==> config.mk <==
export PLATFORM = sky130hd
export DESIGN_NAME = des_key_schedule
export DESIGN_NICKNAME = d
export VERILOG_FILES = /design/src/sv/dks_pkg.sv /design/src/sv/dks_cell.sv /design/src/sv/dks_ring.sv /design/src/sv/des_key_schedule.sv
export SDC_FILE = /design/constraint.sdc
export NUM_CORES = 1
export LEC_CHECK = 0
export BUFFER_PORTS_ARGS = -buffer_cell sky130_fd_sc_hd__buf_2
export CELL_PAD_IN_SITES_DETAIL_PLACEMENT = 0
export CELL_PAD_IN_SITES_GLOBAL_PLACEMENT = 1
export CORE_UTILIZATION = 43
export CTS_CLUSTER_SIZE = 40
export DETAILED_ROUTE_END_ITERATION = 6
export GPL_ROUTABILITY_DRIVEN = 1
export PLACE_DENSITY_LB_ADDON = 0.1
export SYNTH_ARGS = -nofsm -noshare
export SYNTH_HDL_FRONTEND = slang
export SYNTH_SLANG_ARGS = --single-unit
export TNS_END_PERCENT = 100
==> constraint.sdc <==
create_clock -name aclk -period 5.1 [get_ports aclk]
set_input_delay 1.02 -clock aclk [delete_from_list [all_inputs] [get_ports aclk]]
set_output_delay 1.02 -clock aclk [all_outputs]
set_load 0.02 [all_outputs]
==> src/sv/dks_pkg.sv <==
package dks_pkg;

    localparam int HALF_W   = 28;
    localparam int CD_W     = 56;
    localparam int KEY_W    = 64;
    localparam int SUBKEY_W = 48;
    localparam int ROUND_W  = 4;

    localparam logic [ROUND_W-1:0] LAST_ROUND = 4'd15;

    // Bit r is set when round r rotates both halves by two places.
    localparam logic [15:0] ROT_TWO = 16'h7EFC;

    localparam logic [7:0] PC1_TAB [CD_W] = '{
        8'd57, 8'd49, 8'd41, 8'd33, 8'd25, 8'd17, 8'd9,
        8'd1,  8'd58, 8'd50, 8'd42, 8'd34, 8'd26, 8'd18,
        8'd10, 8'd2,  8'd59, 8'd51, 8'd43, 8'd35, 8'd27,
        8'd19, 8'd11, 8'd3,  8'd60, 8'd52, 8'd44, 8'd36,
        8'd63, 8'd55, 8'd47, 8'd39, 8'd31, 8'd23, 8'd15,
        8'd7,  8'd62, 8'd54, 8'd46, 8'd38, 8'd30, 8'd22,
        8'd14, 8'd6,  8'd61, 8'd53, 8'd45, 8'd37, 8'd29,
        8'd21, 8'd13, 8'd5,  8'd28, 8'd20, 8'd12, 8'd4
    };

    localparam logic [7:0] PC2_TAB [SUBKEY_W] = '{
        8'd14, 8'd17, 8'd11, 8'd24, 8'd1,  8'd5,  8'd3,  8'd28,
        8'd15, 8'd6,  8'd21, 8'd10, 8'd23, 8'd19, 8'd12, 8'd4,
        8'd26, 8'd8,  8'd16, 8'd7,  8'd27, 8'd20, 8'd13, 8'd2,
        8'd41, 8'd52, 8'd31, 8'd37, 8'd47, 8'd55, 8'd30, 8'd40,
        8'd51, 8'd45, 8'd33, 8'd48, 8'd44, 8'd49, 8'd39, 8'd56,
        8'd34, 8'd53, 8'd46, 8'd42, 8'd50, 8'd36, 8'd29, 8'd32
    };

    typedef struct packed {
        logic load;
        logic step;
        logic shift2;
    } ring_ctrl_t;

    function automatic logic [CD_W-1:0] pc1(input logic [KEY_W-1:0] key);
        logic [CD_W-1:0] r;
        r = '0;
        for (int i = 0; i < CD_W; i++) begin
            r[6'(CD_W - 1 - i)] = key[6'(7'd64 - 7'(PC1_TAB[i]))];
        end
        return r;
    endfunction

    function automatic logic [SUBKEY_W-1:0] pc2(input logic [CD_W-1:0] cd);
        logic [SUBKEY_W-1:0] r;
        r = '0;
        for (int i = 0; i < SUBKEY_W; i++) begin
            r[6'(SUBKEY_W - 1 - i)] = cd[6'(7'd56 - 7'(PC2_TAB[i]))];
        end
        return r;
    endfunction

endpackage

==> src/sv/dks_cell.sv <==
module dks_cell (
    input  logic                aclk,
    input  dks_pkg::ring_ctrl_t ctrl,
    input  logic                load_bit,
    input  logic                prev_bit,
    input  logic                prev_fwd,
    output logic                bit_o,
    output logic                fwd_o
);

    logic bit_reg;
    logic bit_next;

    always_comb begin
        bit_next = bit_reg;
        if (ctrl.load) begin
            bit_next = load_bit;
        end else if (ctrl.step) begin
            bit_next = ctrl.shift2 ? prev_fwd : prev_bit;
        end
    end

    always_ff @(posedge aclk) begin
        bit_reg <= bit_next;
    end

    assign bit_o = bit_reg;
    assign fwd_o = prev_bit;

endmodule

==> src/sv/dks_ring.sv <==
module dks_ring (
    input  logic                             aclk,
    input  dks_pkg::ring_ctrl_t              ctrl,
    input  logic [dks_pkg::HALF_W-1:0]       load_half,
    output logic [dks_pkg::HALF_W-1:0]       half
);

    localparam int N = dks_pkg::HALF_W;

    logic [N-1:0] bit_w;
    logic [N-1:0] fwd_w;

    // A left rotation moves each bit one place up; bit 0 takes the top bit.
    for (genvar i = 0; i < N; i++) begin : g_cell
        localparam int PREV = (i + N - 1) % N;
        dks_cell u_cell (
            .aclk     (aclk),
            .ctrl     (ctrl),
            .load_bit (load_half[i]),
            .prev_bit (bit_w[PREV]),
            .prev_fwd (fwd_w[PREV]),
            .bit_o    (bit_w[i]),
            .fwd_o    (fwd_w[i])
        );
    end

    assign half = bit_w;

endmodule

==> src/sv/des_key_schedule.sv <==
// Channel  Direction  Ports                                          Transfer
// s_       in         s_valid s_ready s_key_word                     one key
// m_       out        m_valid m_ready m_round_subkey m_round_index   one subkey
//                     m_last_round
//
// Each key gives sixteen subkeys, one per cycle while m_ready is high, on the
// single result channel. The C and D halves sit in two rings of 28 one-bit
// cells that rotate by one or two places per subkey. A new key is taken in
// the cycle the sixteenth subkey of the previous key is registered, so keys
// follow each other without a gap. Reset (aresetn low, synchronous) empties
// the output register and idles the schedule. A stall on m_ready holds the
// rings and the output register.
module des_key_schedule (
    input  logic                            aclk,
    input  logic                            aresetn,
    input  logic                            s_valid,
    output logic                            s_ready,
    input  logic [dks_pkg::KEY_W-1:0]       s_key_word,
    output logic                            m_valid,
    input  logic                            m_ready,
    output logic [dks_pkg::SUBKEY_W-1:0]    m_round_subkey,
    output logic [dks_pkg::ROUND_W-1:0]     m_round_index,
    output logic                            m_last_round
);

    localparam int HW = dks_pkg::HALF_W;

    logic                          busy_reg;
    logic [dks_pkg::ROUND_W-1:0]   round_reg;
    logic                          m_valid_reg;
    logic [dks_pkg::SUBKEY_W-1:0]  subkey_reg;
    logic [dks_pkg::ROUND_W-1:0]   index_reg;
    logic                          last_reg;

    logic                          advance;
    logic                          accept;
    logic [dks_pkg::ROUND_W-1:0]   round_inc;
    logic [dks_pkg::CD_W-1:0]      cd0;
    logic [HW-1:0]                 c_load;
    logic [HW-1:0]                 d_load;
    logic [HW-1:0]                 c_half;
    logic [HW-1:0]                 d_half;
    dks_pkg::ring_ctrl_t           ctrl;

    assign advance   = busy_reg && (!m_valid_reg || m_ready);
    assign s_ready   = !busy_reg || (advance && (round_reg == dks_pkg::LAST_ROUND));
    assign accept    = s_valid && s_ready;
    assign round_inc = round_reg + 4'd1;

    // The rings are loaded with C1:D1, since the first round always rotates by one.
    assign cd0    = dks_pkg::pc1(s_key_word);
    assign c_load = {cd0[2*HW-2:HW], cd0[2*HW-1]};
    assign d_load = {cd0[HW-2:0], cd0[HW-1]};

    assign ctrl.load   = accept;
    assign ctrl.step   = advance;
    assign ctrl.shift2 = dks_pkg::ROT_TWO[round_inc];

    dks_ring u_ring_c (
        .aclk      (aclk),
        .ctrl      (ctrl),
        .load_half (c_load),
        .half      (c_half)
    );

    dks_ring u_ring_d (
        .aclk      (aclk),
        .ctrl      (ctrl),
        .load_half (d_load),
        .half      (d_half)
    );

    always_ff @(posedge aclk) begin
        if (!aresetn) begin
            busy_reg    <= 1'b0;
            round_reg   <= '0;
            m_valid_reg <= 1'b0;
        end else begin
            if (advance) begin
                m_valid_reg <= 1'b1;
            end else if (m_ready) begin
                m_valid_reg <= 1'b0;
            end
            if (accept) begin
                busy_reg  <= 1'b1;
                round_reg <= '0;
            end else if (advance) begin
                round_reg <= round_inc;
                if (round_reg == dks_pkg::LAST_ROUND) begin
                    busy_reg <= 1'b0;
                end
            end
        end
    end

    always_ff @(posedge aclk) begin
        if (advance) begin
            subkey_reg <= dks_pkg::pc2({c_half, d_half});
            index_reg  <= round_reg;
            last_reg   <= (round_reg == dks_pkg::LAST_ROUND);
        end
    end

    assign m_valid        = m_valid_reg;
    assign m_round_subkey = subkey_reg;
    assign m_round_index  = index_reg;
    assign m_last_round   = last_reg;

endmodule
# ---- Word-level counts from Yosys, hierarchy flattened
# Memory sizes are Yosys's and may differ from the RTL's.
# Index checks and enable logic that the tools add are counted.
dict set report totals {
  regBits 99
  rom_bits 16
  output_inout_bits 55
  n_memories 1
}
dict set report classes {
  n_addsub 1
  magnitude_cmp 1
  eq_ne 1
  muxes 126
  bitwise_logic 1
  n_reduce_logical 12
}
# name depth word_bits read_ports rd_ports_with_merged_regs write_ports line
set memory_table {}
lappend memory_table {{(no name shown)} 16 1 1 0 0 des_key_schedule.sv:57} ;# assign ctrl.shift2 = dks_pkg::ROT_TWO[round_inc];
# op count
set op_table {}
lappend op_table {{$mux W1} 126}
lappend op_table {{$reduce_bool A2 Y1} 3}
lappend op_table {{$lt A4 B5 Y1 const B} 1}
lappend op_table {{$add A4 B1 Y4 const B} 1}
lappend op_table {{$eq A4 B4 Y1 const B} 1}
lappend op_table {{$logic_and A1 B1 Y1} 3}
lappend op_table {{$logic_not A1 Y1} 2}
lappend op_table {{$logic_or A1 B1 Y1} 2}
lappend op_table {{$reduce_and A2 Y1} 1}
lappend op_table {{$reduce_or A2 Y1} 1}
lappend op_table {{$not A1 Y1} 1}

# ---- Logic depth before layout (Yosys ltp)
dict set report logic_depth {
  ltp_word 8
  mapped_depth 7
}

# ---- Hierarchy
# From an unflattened synthesis, not the netlist that was laid out.
dict set report hier_totals {
  cells_unflattened 431
  hier_area_um2 5083.6
}
# mod n_inst cells_per_inst area_each_um2 seq_area_each_um2
set by_module_without_submodules {}
lappend by_module_without_submodules {dks_cell 56 6 62.6 30.0}
lappend by_module_without_submodules {des_key_schedule 1 95 1580.3 1231.2}

# ---- Worst setup path before layout
# OpenSTA, ideal clock, no wires.
dict set report synth_timing {
  kind {input to register}
  from {input m_ready}
  to {register u_ring_c.g_cell[1].u_cell.bit_reg, enable pin}
  setup_time_ps 387
  t_arrival_ps 2331
  t_required_ps 4713
  setup_slack_ps 2382
  stages 5
  n_path_buf 2
  path_cell_list {nand2b_1 > clkbuf_1 > a21oi_2 > clkbuf_1 > inv_1}
}
dict set report synth_between {
  elab_chain_cells 6
}
# item line
set synth_rtl {}
lappend synth_rtl {{start: declaration} des_key_schedule.sv:20} ;# input logic m_ready,
lappend synth_rtl {{$logic_or A1 B1 Y1 (*)} des_key_schedule.sv:45} ;# assign advance = busy_reg && (!m_valid_reg || m_ready);
lappend synth_rtl {{$logic_and A1 B1 Y1 (*)} des_key_schedule.sv:45}
lappend synth_rtl {{$logic_and A1 B1 Y1} des_key_schedule.sv:46} ;# assign s_ready = !busy_reg || (advance && (round_reg == dks_pkg::LAST_ROUND));
lappend synth_rtl {{$logic_or A1 B1 Y1} des_key_schedule.sv:46}
lappend synth_rtl {{$logic_and A1 B1 Y1} des_key_schedule.sv:47} ;# assign accept = s_valid && s_ready;
lappend synth_rtl {{$reduce_bool A2 Y1 (no line) (*)} --}
lappend synth_rtl {{end signal: assignment} dks_cell.sv:24} ;# bit_reg <= bit_next;
lappend synth_rtl {{end: declaration} dks_cell.sv:11} ;# logic bit_reg;
# Every way passes the cells marked *; elsewhere a longest branch is shown, timed or not.
# A chain may end at the register's enable or synchronous reset.

# ---- Final worst setup path
dict set report layout_timing {
  from {register round_reg[0] (netlist name)}
  to {register u_ring_c.g_cell[3].u_cell.bit_reg (data pin)}
}
dict set report layout_between {
  elab_chain_cells 6
  elab_cells_between_ends 10
}
# item line
set layout_rtl {}
lappend layout_rtl {{start: declaration} des_key_schedule.sv:29} ;# logic [dks_pkg::ROUND_W-1:0] round_reg;
lappend layout_rtl {{start signal: assignment} des_key_schedule.sv:88} ;# round_reg <= round_inc;
lappend layout_rtl {{$add A4 B1 Y4} des_key_schedule.sv:48} ;# assign round_inc = round_reg + 4'd1;
lappend layout_rtl {{via round_inc, one bit} des_key_schedule.sv:37} ;# logic [dks_pkg::ROUND_W-1:0] round_inc;
lappend layout_rtl {{$mem_v2 Z16 W1} --}
lappend layout_rtl {{$mux W1 (not written as such)} des_key_schedule.sv:57}
lappend layout_rtl {{$mux W1} dks_cell.sv:19} ;# bit_next = ctrl.shift2 ? prev_fwd : prev_bit;
lappend layout_rtl {{$mux W1} dks_cell.sv:18} ;# end else if (ctrl.step) begin
lappend layout_rtl {{$mux W1} dks_cell.sv:16} ;# if (ctrl.load) begin
lappend layout_rtl {{via u_ring_c.g_cell[3].u_cell.bit_next} dks_cell.sv:12} ;# logic bit_next;
lappend layout_rtl {{end signal: assignment} dks_cell.sv:24}
lappend layout_rtl {{end: declaration} dks_cell.sv:11}
# The timed path passes the listed nets, and every way through them passes these cells. The select of a mux whose other input is x is not followed.

==> impl_metrics.tcl <==
set metrics [dict create \
    syn_to_final_growth_pct 12.62 \
    wl_met2_mm 4.382 \
    finalHoldViolCount 0 \
    period_needed_ns 2.950 \
    crit_required_ns 5.19 \
    yosys_warnings 0 \
    clk_pin_slew_worst_paths_ns 0.09 \
    finalCritPeriodShare_pct 57.85 \
    die_height_um 104.7 \
    vias_per_cell 5.364 \
    irDropWorstVdd_mv 0.1256 \
    portBuffers 74 \
    skew_ns 0.007068 \
    clk_latency_ns 0.37 \
    power_mw 1.766 \
    setup_viol 0 \
    cts.path.max_buffers 2 \
    grt_max_degree 58 \
    drtPass1Iterations 4 \
    static-leakage-power_nw 1.887 \
    maxCapViolCount 0 \
    max_freq_ghz 0.3389 \
    outcome "complete, no violations" \
    dp_hpwl_mm 5.680 \
    grt_pass1_vias 3099 \
    syn-cell-area_sq_mm 0.004532 \
    io_pins 123 \
    die_x_um 104.7 \
    dr_total_vias 3288 \
    drtAntennaViolNets 0 \
    num-fill-cells 989 \
    critPathKind "flop to flop" \
    postCtsResizedCells 0 \
    cts_buffers 9 \
    grt_overflow 0 \
    cts_max_level 3 \
    drt-met1-wl_mm 4.421 \
    hold_class "flop to flop" \
    avgSynthCellArea_sq_um 10.89 \
    yosysSeqAreaShare_pct 58.97 \
    tritoncts "yes" \
    fp-row-count 37 \
    relSlewSlack_pct 26.75 \
    rsz0062_at_grt "no" \
    layout.nets 541 \
    cts-root-buf "clkbuf_8" \
    die_area_sq_mm 0.01095 \
    wire_per_inst_um 15.39 \
    cp-end-kind "flop" \
    holdBufCountCts 0 \
    synth_seq_cells 99 \
    grt_use_total_pct 18.33 \
    postRouteWirelength_mm 9.437 \
    coreArea_sq_mm 0.01028 \
    numClockSinks 99 \
    antenna_found_initial 0 \
    gp_congestion 0.7583 \
    highest_layer "met4" \
    n_antenna_cell 0 \
    grt_pass1_wl_mm 15.68 \
    largest_reg_flops 32 \
    post-place-ws_ns 1.973 \
    slew_violations 0 \
    drt_iter0_markers 196 \
    crit_path_start_kind "flop" \
    final_core_util_pct 49.66 \
    drc 0 \
    power_density_mw_per_mm2 345.9 \
    cp.arrival_ns 3.04 \
    worstMarginPinSlew_ns 1.099 \
    cts_setup_buffers 0 \
    holdWs_ns 0.4834 \
    final.setup.tns_ns 0 \
    fin_ws_ns 2.150 \
    routed-wl-met3_um 449 \
    drive_gt1_share_pct 25.37 \
    ys_types 32 \
    syn_inst 416 \
    crit_fanout 57 \
    start_util_pct 44.10 \
]
-- cell usage in the layout, fill, tap and decap left out, drive strengths merged --
master | Yosys | final
edfxtp | 69 | 69
nor2b | 3 | 3
nand4 | 56 | 56
or2 | 1 | 1
o221ai | 1 | 1
inv | 5 | 5
and4 | 1 | 1
dfxtp | 30 | 30
xor2 | 2 | 2
nor3 | 3 | 3
nand2 | 117 | 117
and2 | 1 | 1
buf | 42 | 82
nand3 | 3 | 3
and3 | 1 | 1
xnor2 | 2 | 2
nand2b | 2 | 2
a21boi | 2 | 2
a21oi | 3 | 3
nor2 | 3 | 3
o211ai | 56 | 56
ha | 1 | 1
conb | 1 | 16
a21o | 1 | 1
clkbuf | 10 | 16
-- worst paths after layout --
check	from	to	slack, ns	depth (start not counted)
worst min-delay path	u_ring_d.g_cell[1].u_cell.bit_o	m_round_subkey[18]	0.48	0
worst min register to register	u_ring_d.g_cell[1].u_cell.bit_o	m_round_subkey[18]	0.48	0
worst max register to register	round_reg[0]	u_ring_c.g_cell[3].u_cell.bit_o	2.15	7
worst max-delay path	round_reg[0]	u_ring_c.g_cell[3].u_cell.bit_o	2.15	7
-- metal layers --
metal  vias up  GRT usage (%)
li1       1611              -
met1      1580          24.49
met2        85          29.00
met3        12          3.805
met4         0          7.646
met5         -              0
-- cell families after synthesis --
group	Yosys count	share of synthesized area, %
simple gates	191	19.74
flops	99	58.97
compound gates	63	12.73
buf+inv	57	7.427
xor+xnor	4	0.7732
fa+ha+maj	1	0.2760
other cells	1	0.08275
-- worst max-delay path: stages (launching register included) --
cell	delay, ns
dfxtp_1	0.44
ha_1	0.30
nand2b_1	0.19
o221ai_4	0.13
buf_4	0.52
and2_2	0.25
buf_4	0.57
o211ai_1	0.20
-- cell type report --
| class | count | area [sq um] | area share (%) |
|---|---|---|---|
| Clock buffer | 16 | 202.7 | 3.972 |
| Multi-Input combinational cell | 275 | 1609 | 31.53 |
| Timing Repair Buffer | 82 | 430.4 | 8.433 |
| Sequential cell | 99 | 2673 | 52.37 |
| Inverter | 5 | 18.77 | 0.3677 |
| Tap cell | 136 | 170.2 | 3.334 |
-- stage by stage --
step / std cells / instance area (sq um)
3_5_place_dp: 597 / 4901
6_report: 613 / 5104
3_3_place_gp: 597 / 4901
4_1_cts: 613 / 5104
5_1_grt: 613 / 5104
2_1_floorplan: 431 / 4588
-- report_power, final --
part / switching (mW) / internal, mW / total [mW]
Clock: 0.257 / 0.252 / 0.509
Sequential: 0.0419 / 0.954 / 0.996
Combinational: 0.177 / 0.0833 / 0.260
Total: 0.477 / 1.29 / 1.77
-- synthesized netlist by cell type --
cell type	count	area share [%]
nand2_1	117	9.7
buf_1	3	0.25
and2_1	1	0.14
inv_2	1	0.083
o221ai_2	1	0.33
nor2b_1	3	0.41
inv_1	4	0.33
dfxtp_1	30	13
nand3_1	3	0.33
xor2_1	2	0.39
nor3_1	2	0.22
buf_6	5	1.2
nand4_1	56	7.7
a21boi_0	2	0.33
a21oi_2	1	0.19
edfxtp_1	69	46
and4_1	1	0.19
or2_1	1	0.14
xnor2_1	2	0.39
nor2_1	3	0.25
ha_1	1	0.28
conb_1	1	0.083
a21o_1	1	0.17
o211ai_2	20	5.5
nor3_2	1	0.22
clkbuf_1	10	0.83
buf_4	17	2.8
o211ai_1	36	6.0
a21oi_1	2	0.22
buf_2	17	1.9
nand2b_1	2	0.28
and3_1	1	0.14
No activity file was read; power rests on OpenSTA's default activity.
